File: config.mk
export PLATFORM = sky130hd
export DESIGN_NAME = dmx512_frame_transmitter_unit
export DESIGN_NICKNAME = d
export VERILOG_FILES = /design/src/rtl/dmxtx_pkg.sv /design/src/rtl/dmxtx_front.sv /design/src/rtl/dmxtx_fifo.sv /design/src/rtl/dmxtx_back.sv /design/src/rtl/dmx512_frame_transmitter_unit.sv
export SDC_FILE = /design/constraint.sdc
export NUM_CORES = 1
export LEC_CHECK = 0
export BUFFER_PORTS_ARGS = -buffer_cell sky130_fd_sc_hd__buf_2
export CORE_MARGIN = 1
export CORE_UTILIZATION = 40
export DETAILED_ROUTE_END_ITERATION = 12
export MAX_ROUTING_LAYER = met4
export SLEW_MARGIN = 20
export SYNTH_ARGS = -nofsm -noshare
export SYNTH_HDL_FRONTEND = slang
export SYNTH_SLANG_ARGS = --single-unit
File: constraint.sdc
create_clock -name clk -period 4.66 [get_ports clk]
set_input_delay 0 -clock clk [delete_from_list [all_inputs] [get_ports clk]]
set_output_delay 0 -clock clk [all_outputs]
set_load 0.005 [all_outputs]
File: src/rtl/dmxtx_pkg.sv
// ----------------------------------------------------------------------------
// dmxtx_pkg
// shared types and constants of the dmx512 frame transmitter
// ----------------------------------------------------------------------------
package dmxtx_pkg;

  localparam int CFG_IDX_W  = 2;
  localparam int CFG_DATA_W = 6;

  localparam logic [CFG_IDX_W-1:0] CFG_BREAK = 2'd0;
  localparam logic [CFG_IDX_W-1:0] CFG_MAB   = 2'd1;
  localparam logic [CFG_IDX_W-1:0] CFG_STOP  = 2'd2;

  localparam logic [5:0] BREAK_RST = 6'd22;
  localparam logic [2:0] MAB_RST   = 3'd2;
  localparam logic [2:0] STOP_RST  = 3'd4;

  localparam logic [5:0] BREAK_MIN = 6'd22;
  localparam logic [5:0] BREAK_MAX = 6'd32;
  localparam logic [2:0] MAB_MIN   = 3'd2;
  localparam logic [2:0] MAB_MAX   = 3'd4;
  localparam logic [2:0] STOP_MIN  = 3'd2;
  localparam logic [2:0] STOP_MAX  = 3'd4;

  localparam logic [7:0] START_CODE = 8'h00;

  localparam logic [2:0] KIND_BREAK = 3'd0;
  localparam logic [2:0] KIND_MAB   = 3'd1;
  localparam logic [2:0] KIND_START = 3'd2;
  localparam logic [2:0] KIND_DATA  = 3'd3;
  localparam logic [2:0] KIND_STOP  = 3'd4;

  localparam logic [4:0] DATA_LAST = 5'd7;

  typedef struct packed {
    logic [7:0] data;
    logic       frame;
    logic [4:0] brk_last;
    logic [1:0] mab_last;
    logic [1:0] stop_last;
  } cmd_t;

  typedef enum logic [2:0] {
    PH_IDLE,
    PH_BREAK,
    PH_MAB,
    PH_START,
    PH_DATA,
    PH_STOP
  } phase_t;

endpackage

File: src/rtl/dmxtx_front.sv
// ----------------------------------------------------------------------------
// dmxtx_front
// config registers, request intake and command build for the bit sequencer
// ----------------------------------------------------------------------------
module dmxtx_front (
  input  logic                            clk,
  input  logic                            rst_n,
  input  logic                            cfg_valid,
  output logic                            cfg_ready,
  input  logic [dmxtx_pkg::CFG_IDX_W-1:0] cfg_index,
  input  logic [dmxtx_pkg::CFG_DATA_W-1:0] cfg_data,
  input  logic                            in_valid,
  output logic                            in_stall,
  input  logic [7:0]                      in_slot_data,
  input  logic                            in_frame_start,
  output logic                            push_valid,
  output dmxtx_pkg::cmd_t                 push_cmd,
  input  logic                            push_ready
);

  logic [5:0] break_r, break_nxt;
  logic [2:0] mab_r, mab_nxt;
  logic [2:0] stop_r, stop_nxt;
  logic [5:0] brk_c;
  logic [2:0] mab_c;
  logic [2:0] stop_c;
  logic [5:0] brk_m1;
  logic [2:0] mab_m1;
  logic [2:0] stop_m1;

  assign cfg_ready = 1'b1;

  always_comb begin
    break_nxt = break_r;
    mab_nxt   = mab_r;
    stop_nxt  = stop_r;
    if (cfg_valid) begin
      case (cfg_index)
        dmxtx_pkg::CFG_BREAK: break_nxt = cfg_data;
        dmxtx_pkg::CFG_MAB:   mab_nxt   = cfg_data[2:0];
        dmxtx_pkg::CFG_STOP:  stop_nxt  = cfg_data[2:0];
        default: ;
      endcase
    end
  end

  always_ff @(posedge clk) begin
    if (!rst_n) begin
      break_r <= dmxtx_pkg::BREAK_RST;
      mab_r   <= dmxtx_pkg::MAB_RST;
      stop_r  <= dmxtx_pkg::STOP_RST;
    end else begin
      break_r <= break_nxt;
      mab_r   <= mab_nxt;
      stop_r  <= stop_nxt;
    end
  end

  // clamp into legal range
  always_comb begin
    brk_c = break_r;
    if (break_r < dmxtx_pkg::BREAK_MIN) brk_c = dmxtx_pkg::BREAK_MIN;
    else if (break_r > dmxtx_pkg::BREAK_MAX) brk_c = dmxtx_pkg::BREAK_MAX;
    mab_c = mab_r;
    if (mab_r < dmxtx_pkg::MAB_MIN) mab_c = dmxtx_pkg::MAB_MIN;
    else if (mab_r > dmxtx_pkg::MAB_MAX) mab_c = dmxtx_pkg::MAB_MAX;
    stop_c = stop_r;
    if (stop_r < dmxtx_pkg::STOP_MIN) stop_c = dmxtx_pkg::STOP_MIN;
    else if (stop_r > dmxtx_pkg::STOP_MAX) stop_c = dmxtx_pkg::STOP_MAX;
  end

  assign brk_m1  = brk_c - 6'd1;
  assign mab_m1  = mab_c - 3'd1;
  assign stop_m1 = stop_c - 3'd1;

  assign push_cmd.data      = in_slot_data;
  assign push_cmd.frame     = in_frame_start;
  assign push_cmd.brk_last  = brk_m1[4:0];
  assign push_cmd.mab_last  = mab_m1[1:0];
  assign push_cmd.stop_last = stop_m1[1:0];

  assign push_valid = in_valid;
  assign in_stall   = !push_ready;

endmodule

File: src/rtl/dmxtx_fifo.sv
// ----------------------------------------------------------------------------
// dmxtx_fifo
// short command queue between intake and bit sequencer
// ----------------------------------------------------------------------------
module dmxtx_fifo #(
  parameter int DEPTH = 2
) (
  input  logic            clk,
  input  logic            rst_n,
  input  logic            wr_valid,
  input  dmxtx_pkg::cmd_t wr_cmd,
  output logic            wr_ready,
  output logic            rd_valid,
  output dmxtx_pkg::cmd_t rd_cmd,
  input  logic            rd_pop,
  output logic [$clog2(DEPTH+1)-1:0] count
);

  localparam int PTR_W = $clog2(DEPTH);
  localparam int CNT_W = $clog2(DEPTH+1);
  localparam logic [PTR_W-1:0] PTR_LAST = PTR_W'(DEPTH - 1);
  localparam logic [CNT_W-1:0] CNT_FULL = CNT_W'(DEPTH);

  dmxtx_pkg::cmd_t        mem_r [DEPTH];
  logic [PTR_W-1:0]       wr_ptr_r, wr_ptr_nxt;
  logic [PTR_W-1:0]       rd_ptr_r, rd_ptr_nxt;
  logic [CNT_W-1:0]       count_r, count_nxt;
  logic                   do_wr;
  logic                   do_rd;

  assign wr_ready = count_r != CNT_FULL;
  assign rd_valid = count_r != '0;
  assign rd_cmd   = mem_r[rd_ptr_r];
  assign count    = count_r;

  assign do_wr = wr_valid && wr_ready;
  assign do_rd = rd_pop && rd_valid;

  always_comb begin
    wr_ptr_nxt = wr_ptr_r;
    rd_ptr_nxt = rd_ptr_r;
    count_nxt  = count_r;
    if (do_wr) wr_ptr_nxt = (wr_ptr_r == PTR_LAST) ? '0 : wr_ptr_r + 1'b1;
    if (do_rd) rd_ptr_nxt = (rd_ptr_r == PTR_LAST) ? '0 : rd_ptr_r + 1'b1;
    if (do_wr && !do_rd) count_nxt = count_r + 1'b1;
    else if (do_rd && !do_wr) count_nxt = count_r - 1'b1;
  end

  always_ff @(posedge clk) begin
    if (!rst_n) begin
      wr_ptr_r <= '0;
      rd_ptr_r <= '0;
      count_r  <= '0;
    end else begin
      wr_ptr_r <= wr_ptr_nxt;
      rd_ptr_r <= rd_ptr_nxt;
      count_r  <= count_nxt;
    end
  end

  always_ff @(posedge clk) begin
    if (do_wr) mem_r[wr_ptr_r] <= wr_cmd;
  end

endmodule

File: src/rtl/dmxtx_back.sv
// ----------------------------------------------------------------------------
// dmxtx_back
// bit sequencer: break, mab, framed bytes, one bit time per output
// ----------------------------------------------------------------------------
module dmxtx_back (
  input  logic            clk,
  input  logic            rst_n,
  input  logic            cmd_valid,
  input  dmxtx_pkg::cmd_t cmd,
  output logic            cmd_pop,
  output logic            out_valid,
  input  logic            out_stall,
  output logic            out_line_level,
  output logic [2:0]      out_symbol_kind,
  output logic            out_run_last
);

  dmxtx_pkg::phase_t phase_r, phase_nxt;
  logic [4:0]        cnt_r, cnt_nxt;
  logic              code_r, code_nxt;
  dmxtx_pkg::cmd_t   cmd_r, cmd_nxt;
  logic              out_valid_r;
  logic              level_r;
  logic [2:0]        kind_r;
  logic              last_r;
  logic              adv;
  logic              emit;
  logic              bit_level;
  logic [2:0]        bit_kind;
  logic              bit_last;
  logic              seg_end;
  logic [7:0]        cur_byte;

  assign adv      = !out_valid_r || !out_stall;
  assign emit     = adv && (phase_r != dmxtx_pkg::PH_IDLE);
  assign cur_byte = code_r ? dmxtx_pkg::START_CODE : cmd_r.data;
  assign cmd_pop  = cmd_valid && ((phase_r == dmxtx_pkg::PH_IDLE) || (adv && bit_last));

  // output decode
  always_comb begin
    bit_level = 1'b1;
    bit_kind  = dmxtx_pkg::KIND_STOP;
    bit_last  = 1'b0;
    seg_end   = 1'b0;
    case (phase_r)
      dmxtx_pkg::PH_BREAK: begin
        bit_level = 1'b0;
        bit_kind  = dmxtx_pkg::KIND_BREAK;
        seg_end   = cnt_r == cmd_r.brk_last;
      end
      dmxtx_pkg::PH_MAB: begin
        bit_level = 1'b1;
        bit_kind  = dmxtx_pkg::KIND_MAB;
        seg_end   = cnt_r == {3'b000, cmd_r.mab_last};
      end
      dmxtx_pkg::PH_START: begin
        bit_level = 1'b0;
        bit_kind  = dmxtx_pkg::KIND_START;
        seg_end   = 1'b1;
      end
      dmxtx_pkg::PH_DATA: begin
        bit_level = cur_byte[cnt_r[2:0]];
        bit_kind  = dmxtx_pkg::KIND_DATA;
        seg_end   = cnt_r == dmxtx_pkg::DATA_LAST;
      end
      dmxtx_pkg::PH_STOP: begin
        bit_level = 1'b1;
        bit_kind  = dmxtx_pkg::KIND_STOP;
        seg_end   = cnt_r == {3'b000, cmd_r.stop_last};
        bit_last  = seg_end && !code_r;
      end
      default: ;
    endcase
  end

  // next state
  always_comb begin
    phase_nxt = phase_r;
    cnt_nxt   = cnt_r;
    code_nxt  = code_r;
    cmd_nxt   = cmd_r;
    if (cmd_pop) begin
      cmd_nxt   = cmd;
      code_nxt  = cmd.frame;
      cnt_nxt   = '0;
      phase_nxt = cmd.frame ? dmxtx_pkg::PH_BREAK : dmxtx_pkg::PH_START;
    end else if (emit) begin
      cnt_nxt = cnt_r + 5'd1;
      if (seg_end) begin
        cnt_nxt = '0;
        case (phase_r)
          dmxtx_pkg::PH_BREAK: phase_nxt = dmxtx_pkg::PH_MAB;
          dmxtx_pkg::PH_MAB:   phase_nxt = dmxtx_pkg::PH_START;
          dmxtx_pkg::PH_START: phase_nxt = dmxtx_pkg::PH_DATA;
          dmxtx_pkg::PH_DATA:  phase_nxt = dmxtx_pkg::PH_STOP;
          dmxtx_pkg::PH_STOP: begin
            if (code_r) begin
              code_nxt  = 1'b0;
              phase_nxt = dmxtx_pkg::PH_START;
            end else begin
              phase_nxt = dmxtx_pkg::PH_IDLE;
            end
          end
          default: phase_nxt = dmxtx_pkg::PH_IDLE;
        endcase
      end
    end
  end

  always_ff @(posedge clk) begin
    if (!rst_n) begin
      phase_r     <= dmxtx_pkg::PH_IDLE;
      cnt_r       <= '0;
      code_r      <= 1'b0;
      out_valid_r <= 1'b0;
    end else begin
      phase_r <= phase_nxt;
      cnt_r   <= cnt_nxt;
      code_r  <= code_nxt;
      if (adv) out_valid_r <= emit;
    end
  end

  always_ff @(posedge clk) begin
    cmd_r <= cmd_nxt;
    if (emit) begin
      level_r <= bit_level;
      kind_r  <= bit_kind;
      last_r  <= bit_last;
    end
  end

  assign out_valid       = out_valid_r;
  assign out_line_level  = level_r;
  assign out_symbol_kind = kind_r;
  assign out_run_last    = last_r;

endmodule

File: src/rtl/dmx512_frame_transmitter_unit.sv
// ----------------------------------------------------------------------------
// dmx512_frame_transmitter_unit
// dmx512 slot serializer, one output per bit time
// ----------------------------------------------------------------------------
// each input request carries a slot byte and a frame-start flag. the output
// channel gives one line level per bit time with its symbol kind; pacing to
// 4 us per bit is done by a divider downstream. a frame start sends break,
// mark after break and start code 0x00 before the slot byte. every byte is a
// low start bit, eight data bits lsb first and 2..4 high stop bits.
// a slot is 9 + stop_bit_count output bits, 11..13 (13 at the default
// of four stop bits); a frame start adds break + mab + 9 + stops.
// the bit sequencer emits one bit per cycle unless the receiver stalls, and
// it moves straight from the last stop bit of one request to the first bit
// of the next queued one. from idle, an accepted request passes the queue
// and the phase register before its first bit is registered. config writes
// are taken every cycle (cfg_ready high) and land in the next request built
// by the intake; write only while idle. reset restores 22 / 2 / 4 and
// empties the queue. when the receiver stalls, the current bit is held, the
// sequencer freezes, the command queue fills and in_stall rises once full.
// ----------------------------------------------------------------------------
module dmx512_frame_transmitter_unit #(
  parameter int QUEUE_DEPTH = 2
) (
  input  logic                             clk,
  input  logic                             rst_n,
  input  logic                             cfg_valid,
  output logic                             cfg_ready,
  input  logic [dmxtx_pkg::CFG_IDX_W-1:0]  cfg_index,
  input  logic [dmxtx_pkg::CFG_DATA_W-1:0] cfg_data,
  input  logic                             in_valid,
  output logic                             in_stall,
  input  logic [7:0]                       in_slot_data,
  input  logic                             in_frame_start,
  output logic                             out_valid,
  input  logic                             out_stall,
  output logic                             out_line_level,
  output logic [2:0]                       out_symbol_kind,
  output logic                             out_run_last
);

  logic                               push_valid;
  logic                               push_ready;
  dmxtx_pkg::cmd_t                    push_cmd;
  logic                               q_valid;
  dmxtx_pkg::cmd_t                    q_cmd;
  logic                               q_pop;
  logic [$clog2(QUEUE_DEPTH+1)-1:0]   q_count;

  dmxtx_front u_front (
    .clk            (clk),
    .rst_n          (rst_n),
    .cfg_valid      (cfg_valid),
    .cfg_ready      (cfg_ready),
    .cfg_index      (cfg_index),
    .cfg_data       (cfg_data),
    .in_valid       (in_valid),
    .in_stall       (in_stall),
    .in_slot_data   (in_slot_data),
    .in_frame_start (in_frame_start),
    .push_valid     (push_valid),
    .push_cmd       (push_cmd),
    .push_ready     (push_ready)
  );

  dmxtx_fifo #(
    .DEPTH (QUEUE_DEPTH)
  ) u_fifo (
    .clk      (clk),
    .rst_n    (rst_n),
    .wr_valid (push_valid),
    .wr_cmd   (push_cmd),
    .wr_ready (push_ready),
    .rd_valid (q_valid),
    .rd_cmd   (q_cmd),
    .rd_pop   (q_pop),
    .count    (q_count)
  );

  dmxtx_back u_back (
    .clk             (clk),
    .rst_n           (rst_n),
    .cmd_valid       (q_valid),
    .cmd             (q_cmd),
    .cmd_pop         (q_pop),
    .out_valid       (out_valid),
    .out_stall       (out_stall),
    .out_line_level  (out_line_level),
    .out_symbol_kind (out_symbol_kind),
    .out_run_last    (out_run_last)
  );

  a_last_is_stop: assert property (@(posedge clk) disable iff (!rst_n)
    out_valid && out_run_last |-> out_symbol_kind == dmxtx_pkg::KIND_STOP && out_line_level)
    else $error("run_last on a non stop bit");

  a_mab_follow: assert property (@(posedge clk) disable iff (!rst_n)
    out_valid && !out_stall && out_symbol_kind == dmxtx_pkg::KIND_MAB |=>
      !out_valid || out_symbol_kind == dmxtx_pkg::KIND_MAB ||
      out_symbol_kind == dmxtx_pkg::KIND_START)
    else $error("mark after break not followed by mab or start bit");

  a_start_follow: assert property (@(posedge clk) disable iff (!rst_n)
    out_valid && !out_stall && out_symbol_kind == dmxtx_pkg::KIND_START |=>
      !out_valid || out_symbol_kind == dmxtx_pkg::KIND_DATA)
    else $error("start bit not followed by data bit");

  a_stall_full: assert property (@(posedge clk) disable iff (!rst_n)
    in_stall |-> q_count == ($clog2(QUEUE_DEPTH+1))'(QUEUE_DEPTH))
    else $error("input stalled with room in the queue");

endmodule

==> flow_metrics.tcl, run 1 <==
set metrics [dict create \
    die_h_um 98.18 \
    ys_ff_latch 85 \
    grt_busiest_layer "met2" \
    cp_top_family "simple AND/OR/NAND/NOR gates" \
    synth_flop_cell "edfxtp_1" \
    areaGrowthSynthToFinish_pct 15.05 \
    drt-vias-per-instance 5.174 \
    rsz0062_at_grt "false" \
    synth_area_per_cell_um2 13.50 \
    antenna_found_initial 0 \
    grt_util_met1_pct 18.44 \
    dpl.cell_count 397 \
    cap_violations 0 \
    core-area_um2 8848 \
    fp.dieW_um 98.18 \
    final_antenna_net_count 0 \
    cp-start-kind "register" \
    drt_first_pass_iters 6 \
    fmax_mhz 314.1 \
    grt_max_degree 22 \
    p_leak_uw 0.001542 \
    critPathRequiredTime_ns 4.94 \
    p_per_area_nw_per_um2 529.0 \
    fin_tns_setup_ns 0 \
    synth_edf_count 58 \
    synth_cell_types 57 \
    row_count 34 \
    crit_arrival_ns 3.46 \
    endpoint_kind "register" \
    final_nets 343 \
    finalNonFillerCells 431 \
    final-setup-viol-count 0 \
    layout_common_cells "edfxtp_1 (58), buf_2 (28), dfxtp_1 (27)" \
    period_needed_ns 3.183 \
    crit_cells 8 \
    maxSlewHeadroom_pct 26.95 \
    routabilityCongestion 0.8155 \
    dp_hpwl_um 4141 \
    grt_usage_pct 14.55 \
    critPathMaxFanout 21 \
    holdBufCountCts 18 \
    netlist_area_um2 3700 \
    cts_buffers 9 \
    reg2reg_slack_ns 1.48 \
    timing.rr.start "u_back.phase_r[0]" \
    synth_fp_nets 299 \
    async_reset_ff_share_pct 0 \
    start_util_pct 41.81 \
    tightest_slew_ns 1.093 \
    clk_pin_slew_ns 0.09 \
    synth_top_area_cell "edfxtp_1" \
    maxSlewViolCount 0 \
    critPathBufInv 0 \
    skew_ns 0.01160 \
    critPathSlowestCell "dfxtp_1" \
    grtUsageMet3_pct 3.794 \
    yosysWarnings 0 \
    wl_per_cell_um 14.45 \
    h-tree-depth 3 \
    worstSetupStartpoint "u_back.phase_r[0]" \
    seq_area_frac_synth_pct 61.68 \
    cts.repair.resized 0 \
    cts_sinks 85 \
    slowest_delay_ns 0.74 \
    clk_latency_ns 0.35 \
    finalHoldViolCount 0 \
    fin_crit_sh_pct 68.31 \
    layout-drive-gt1-share_pct 23.22 \
    vias 2230 \
    status "completed" \
    path_cells "or4b_1, or4_4, nor3b_1, o22ai_1, ha_1, xor2_1, or3_1, a21oi_1" \
    grt_pass1_wl_um 10540 \
    die_area_um2 9638 \
    drt-initial-drc-count 92 \
    ir_worst_vdd_mv 0.2009 \
    clk_path_buf_depth 2 \
    overflow 0 \
    totalWireLength_um 6230 \
    reg2reg_depth 8 \
    cts_setup_buffers 0 \
    synth.area.top_cells "edfxtp_1 (47%), dfxtp_1 (15%), mux2_2 (5.5%), mux2i_1 (3.5%), xor2_1 (2.6%)" \
    use_met2_pct 22.37 \
    port-buffer-count 28 \
    r2r-end "u_fifo.count[1]" \
    crit_type "register to register" \
    crit_end "u_fifo.count[1]" \
    synth.top_cell.area_share_pct 47.07 \
    clk_root_buffer_cell "clkbuf_8" \
    hp-class "input pin to register" \
    n_antenna_cell 0 \
    drc_errors 0 \
    cts_tree "built" \
    ioPinCount 30 \
    syn_inst 274 \
    grt_pass1_vias 2181 \
    power_uw 2252 \
    final_common_cell "edfxtp_1" \
]
-- worst min path at each step --
stage / from / end / slack [ns] / cells after the start
4_1_cts: out_stall / u_back.out_valid / 0.01 / 3
5_1_grt: out_stall / u_back.out_valid / 0.02 / 3
3_5_place_dp: in_slot_data[7] / u_fifo.mem_r[0][17] / 0.19 / 1
3_3_place_gp: in_slot_data[7] / u_fifo.mem_r[0][17] / 0.19 / 1
6_report: out_stall / u_back.out_valid / 0.01 / 3
2_1_floorplan: in_slot_data[0] / u_fifo.mem_r[0][10] / 0.1 / 0
-- stage by stage --
stage	instance area, um2	setup slack [ns]	hold slack [ns]	utilization (%)
5_1_grt	4257	1.262	0.01810	48.11
3_5_place_dp	3865	1.494	0.1929	43.68
2_1_floorplan	3700	1.942	0.09887	-
4_1_cts	4257	1.477	0.01423	48.11
3_3_place_gp	3865	1.580	0.1895	43.68
6_report	4257	1.477	0.01445	48.11
-- synthesized netlist by cell type (4+ instances only) --
library cell and instances:
a21oi_1 5, dfxtp_1 27, edfxtp_1 58, inv_1 10, mux2_2 18, mux2i_1 13, nand2_1 15, nand2b_1 6
nand3b_1 6, nor2_1 22, nor3_1 4, o211ai_1 5, o21ai_0 6, xor2_1 11
-- logic make-up (layout without fill, tap and decap cells) --
logic type | count (synthesis) | after routing | share of synthesized area (%)
XOR/XNOR | 14 | 14 | 3.314
flip-flops | 85 | 85 | 61.68
multiplexers | 33 | 33 | 10.42
AO/OA/AOI/OAI | 39 | 39 | 8.184
adder cells (fa/ha/maj) | 3 | 3 | 1.015
other | 1 | 1 | 0.1014
buffers and inverters | 24 | 73 | 4.193
AND/OR/NAND/NOR | 75 | 75 | 11.09
-- final cells by class --
cell class / instances / area (um2)
Clock buffer: 9 / 123.9
Clock inverter: 7 / 87.58
Fill cell: 820 / 4592
Inverter: 10 / 37.54
Multi-Input combinational cell: 165 / 1262
Sequential cell: 85 / 2282
Tap cell: 108 / 135.1
Timing Repair Buffer: 47 / 327.8
-- metal layers --
| layer | vias to the layer above | wire length [um] |
|---|---|---|
| li1 | 1098 | - |
| met1 | 1083 | 2991 |
| met2 | 41 | 2970 |
| met3 | 8 | 193 |
| met4 | 0 | 74 |
| met5 | - | 0 |
-- flip-flops by register name, indices dropped and copies added (netlist names), 3 cells and up, named ones only --
name	count
u_back.phase_r	3
u_back.cnt_r	5
u_back.out_symbol_kind	3
u_fifo.mem_r	36
u_back.cmd_r	17
u_front.break_r	6
u_front.stop_r	3
u_front.mab_r	3
-- power breakdown --
| part | switching (uW) | leakage (uW) | total [uW] | internal, uW |
|---|---|---|---|---|
| Sequential | 125 | 0.000732 | 1150 | 1020 |
| Combinational | 293 | 0.000700 | 546 | 253 |
| Clock | 258 | 0.000111 | 557 | 299 |
| Total | 676 | 0.00154 | 2250 | 1580 |
-- worst reg2reg max path, stage by stage, from the launching register on --
cell and delay [ns]:
dfxtp_1 0.74, or4b_1 0.50, or4_4 0.54, nor3b_1 0.24, o22ai_1 0.22, ha_1 0.28
xor2_1 0.15, or3_1 0.31, a21oi_1 0.14
Power figures use the tool's default switching activity.
==> run 2: changes to the inputs <==
ABC_AREA = 1   (was unset)
clock period = 3.1 ns   (was 4.66 ns; I/O delays follow)
==> flow_metrics.tcl, run 2 <==
set metrics [dict create \
    status "completed" \
    grt_usage_pct 14.04 \
    synth_cell_types 32 \
    n_antenna_cell 0 \
    synth_edf_count 58 \
    port-buffer-count 28 \
    crit_type "register to register" \
    clk_pin_slew_ns 0.09 \
    finalNonFillerCells 534 \
    intPower_uw 2179 \
    endpoint_kind "register" \
    slowest_delay_ns 0.52 \
    fin_crit_sh_pct 73.77 \
    seq_power_share_pct 50.4 \
    async_reset_ff_share_pct 0 \
    syn_inst 366 \
    final_common_cell "nand2_1" \
    critPathMaxFanout 25 \
    use_met2_pct 22.81 \
    power.share.clock_pct 21.1 \
    cp-start-kind "register" \
    drc_errors 0 \
    power_switching_share_pct 33.93 \
    synth.top_cell.area_share_pct 48.25 \
    dp_hpwl_um 4159 \
    critPathRequiredTime_ns 3.33 \
    die_area_um2 9408 \
    fmax_mhz 437.3 \
    period_needed_ns 2.287 \
    maxSlewHeadroom_pct 64.61 \
    synth_area_per_cell_um2 9.863 \
    layout_common_cells "nand2_1 (104), edfxtp_1 (58), inv_1 (39)" \
    grt_busiest_layer "met2" \
    reg2reg_slack_ns 0.81 \
    areaGrowthSynthToFinish_pct 17.57 \
    fin_tns_setup_ns 0 \
    grt_max_degree 26 \
    rsz0062_at_grt "false" \
    overflow 0 \
    p_leak_uw 0.001797 \
    row_count 34 \
    hp-class "input pin to register" \
    fillers 783 \
    cts_sinks 85 \
    synth_fp_nets 391 \
    tightest_slew_ns 0.5276 \
    clk_latency_ns 0.35 \
    grt_util_met1_pct 16.43 \
    multiInputGateArea_um2 1110 \
    h-tree-depth 3 \
    maxSlewViolCount 0 \
    vias 2506 \
    seq_area_frac_synth_pct 63.22 \
    top_register "u_fifo.mem_r" \
    wl_per_cell_um 11.38 \
    skew_ns 0.01007 \
    cts_tree "built" \
    start_util_pct 41.39 \
    drt-initial-drc-count 75 \
    die_h_um 97.00 \
    netlist_area_um2 3610 \
    ir_worst_vdd_mv 0.2957 \
    layout-drive-gt1-share_pct 14.32 \
    grtUsageMet3_pct 4.769 \
    setup_slack_ns 0.8131 \
    pwr-share-comb_pct 28.5 \
    pre_cts_slack_ns 0.8026 \
    critPathSlowestCell "dfxtp_1" \
    timing.rr.start "u_back.cnt_r[0]" \
    grt_pass1_wl_um 10140 \
    crit_end "u_fifo.count[1]" \
    synth_top_area_cell "edfxtp_1" \
    regArea_um2 2282 \
    crit_arrival_ns 2.52 \
    finalHoldViolCount 0 \
    routabilityCongestion 0.8463 \
    p_sw_uw 1119 \
    yosysWarnings 0 \
    clk_path_buf_depth 2 \
    dpl.cell_count 496 \
    r2r-end "u_fifo.count[1]" \
    drt_first_pass_iters 4 \
    reg2reg_depth 12 \
    drt-vias-per-instance 4.693 \
    grt_pass1_vias 2270 \
    synth_flop_cell "edfxtp_1" \
    ioPinCount 30 \
    cts_buffers 9 \
    final_antenna_net_count 0 \
    placed_area_um2 3847 \
    path_cells "xor2_1, nor2_1, nand2_1, nor2_2, nand2_2, nand2_4, inv_2, ha_1, a21oi_1, o21ai_0, o21ai_0, a21oi_1" \
    p_per_area_nw_per_um2 777.3 \
    final-setup-viol-count 0 \
    synth_commonest_cells "nand2_1 (104), edfxtp_1 (58), inv_1 (39)" \
    fp.dieW_um 97.00 \
    worstSetupStartpoint "u_back.cnt_r[0]" \
    top_regs "u_fifo.mem_r (36), u_back.cmd_r (17), u_front.break_r (6)" \
    hold_slack_ns 0.01851 \
    synth.most_common_cell "nand2_1" \
    antenna_found_initial 0 \
    ys_ff_latch 85 \
    totalWireLength_um 6075 \
    cts.repair.resized 0 \
    final_nets 446 \
    core-area_um2 8721 \
    clk_root_buffer_cell "clkbuf_8" \
    synth.area.top_cells "edfxtp_1 (48%), dfxtp_1 (15%), nand2_1 (11%), inv_1 (4.1%), o21ai_0 (3.1%)" \
    cap_violations 0 \
    largest_register_ffs 36 \
    finalInstanceArea_um2 4244 \
]
## run 2: how the worst min path moves through the flow
stage / startpoint / endpoint / cells past startpoint
floorplan: in_slot_data[0] / u_fifo.mem_r[0][10] / 0
global placement: in_slot_data[0] / u_fifo.mem_r[0][10] / 1
detailed placement: in_slot_data[3] / u_fifo.mem_r[1][13] / 1
CTS: cfg_index[0] / u_front.stop_r[2] / 3
global route: cfg_index[0] / u_front.mab_r[2] / 3
finish: cfg_index[0] / u_front.stop_r[2] / 3
## run 2: layer usage
| layer | routed length [um] | part of all wire, % | vias to the layer above |
|---|---|---|---|
| li1 | - | - | 1324 |
| met1 | 2771 | 46 | 1136 |
| met2 | 3000 | 49 | 35 |
| met3 | 221 | 3.6 | 11 |
| met4 | 82 | 1.3 | 0 |
| met5 | 0 | 0 | - |
## run 2: critical path, delay by kind of cell, from the launching register on
kind | cells | cell delay (ns)
simple gates | 5 | 0.68
flops | 1 | 0.52
compound gates | 4 | 0.43
fa+ha+maj | 1 | 0.33
xor+xnor | 1 | 0.12
buf+inv | 1 | 0.10
## run 2: cells by family after synthesis
| family | after synthesis | share of synthesized area, % |
|---|---|---|
| flops | 85 | 63.22 |
| fa+ha+maj | 3 | 1.040 |
| buf+inv | 51 | 6.031 |
| compound gates | 47 | 7.383 |
| other cells | 1 | 0.1039 |
| simple gates | 174 | 21.00 |
| xor+xnor | 5 | 1.213 |
## run 2: cell type report
type,instances,area share [%]
Sequential cell,85,53.77
Multi-Input combinational cell,230,26.15
Timing Repair Buffer,53,9.021
Inverter,42,3.715
Tap cell,108,3.184
Clock buffer,11,3.096
Clock inverter,5,1.061
## run 2: per-stage QoR
step                total power (uW)  utilization, %
finish                          3299           48.67
floorplan                       2372               -
detailed placement              2621           44.12
global placement                2605           44.12
global route                    3541           48.67
CTS                             3338           48.67
## run 2: repair_timing
action | CTS | global route
hold endpoints to repair | 30 | 0
hold buffers | 22 | 0
setup buffers | 0 | 0
setup endpoints to repair | 0 | 0
## run 2: power groups by stage
| stage | Sequential, uW | Combinational, uW | Clock (uW) |
|---|---|---|---|
| detailed placement | 1690 | 929 | 0 |
| floorplan | 1670 | 704 | 0 |
| global route | 1690 | 1080 | 770 |
| finish | 1660 | 940 | 696 |
| CTS | 1670 | 950 | 721 |
| global placement | 1690 | 912 | 0 |
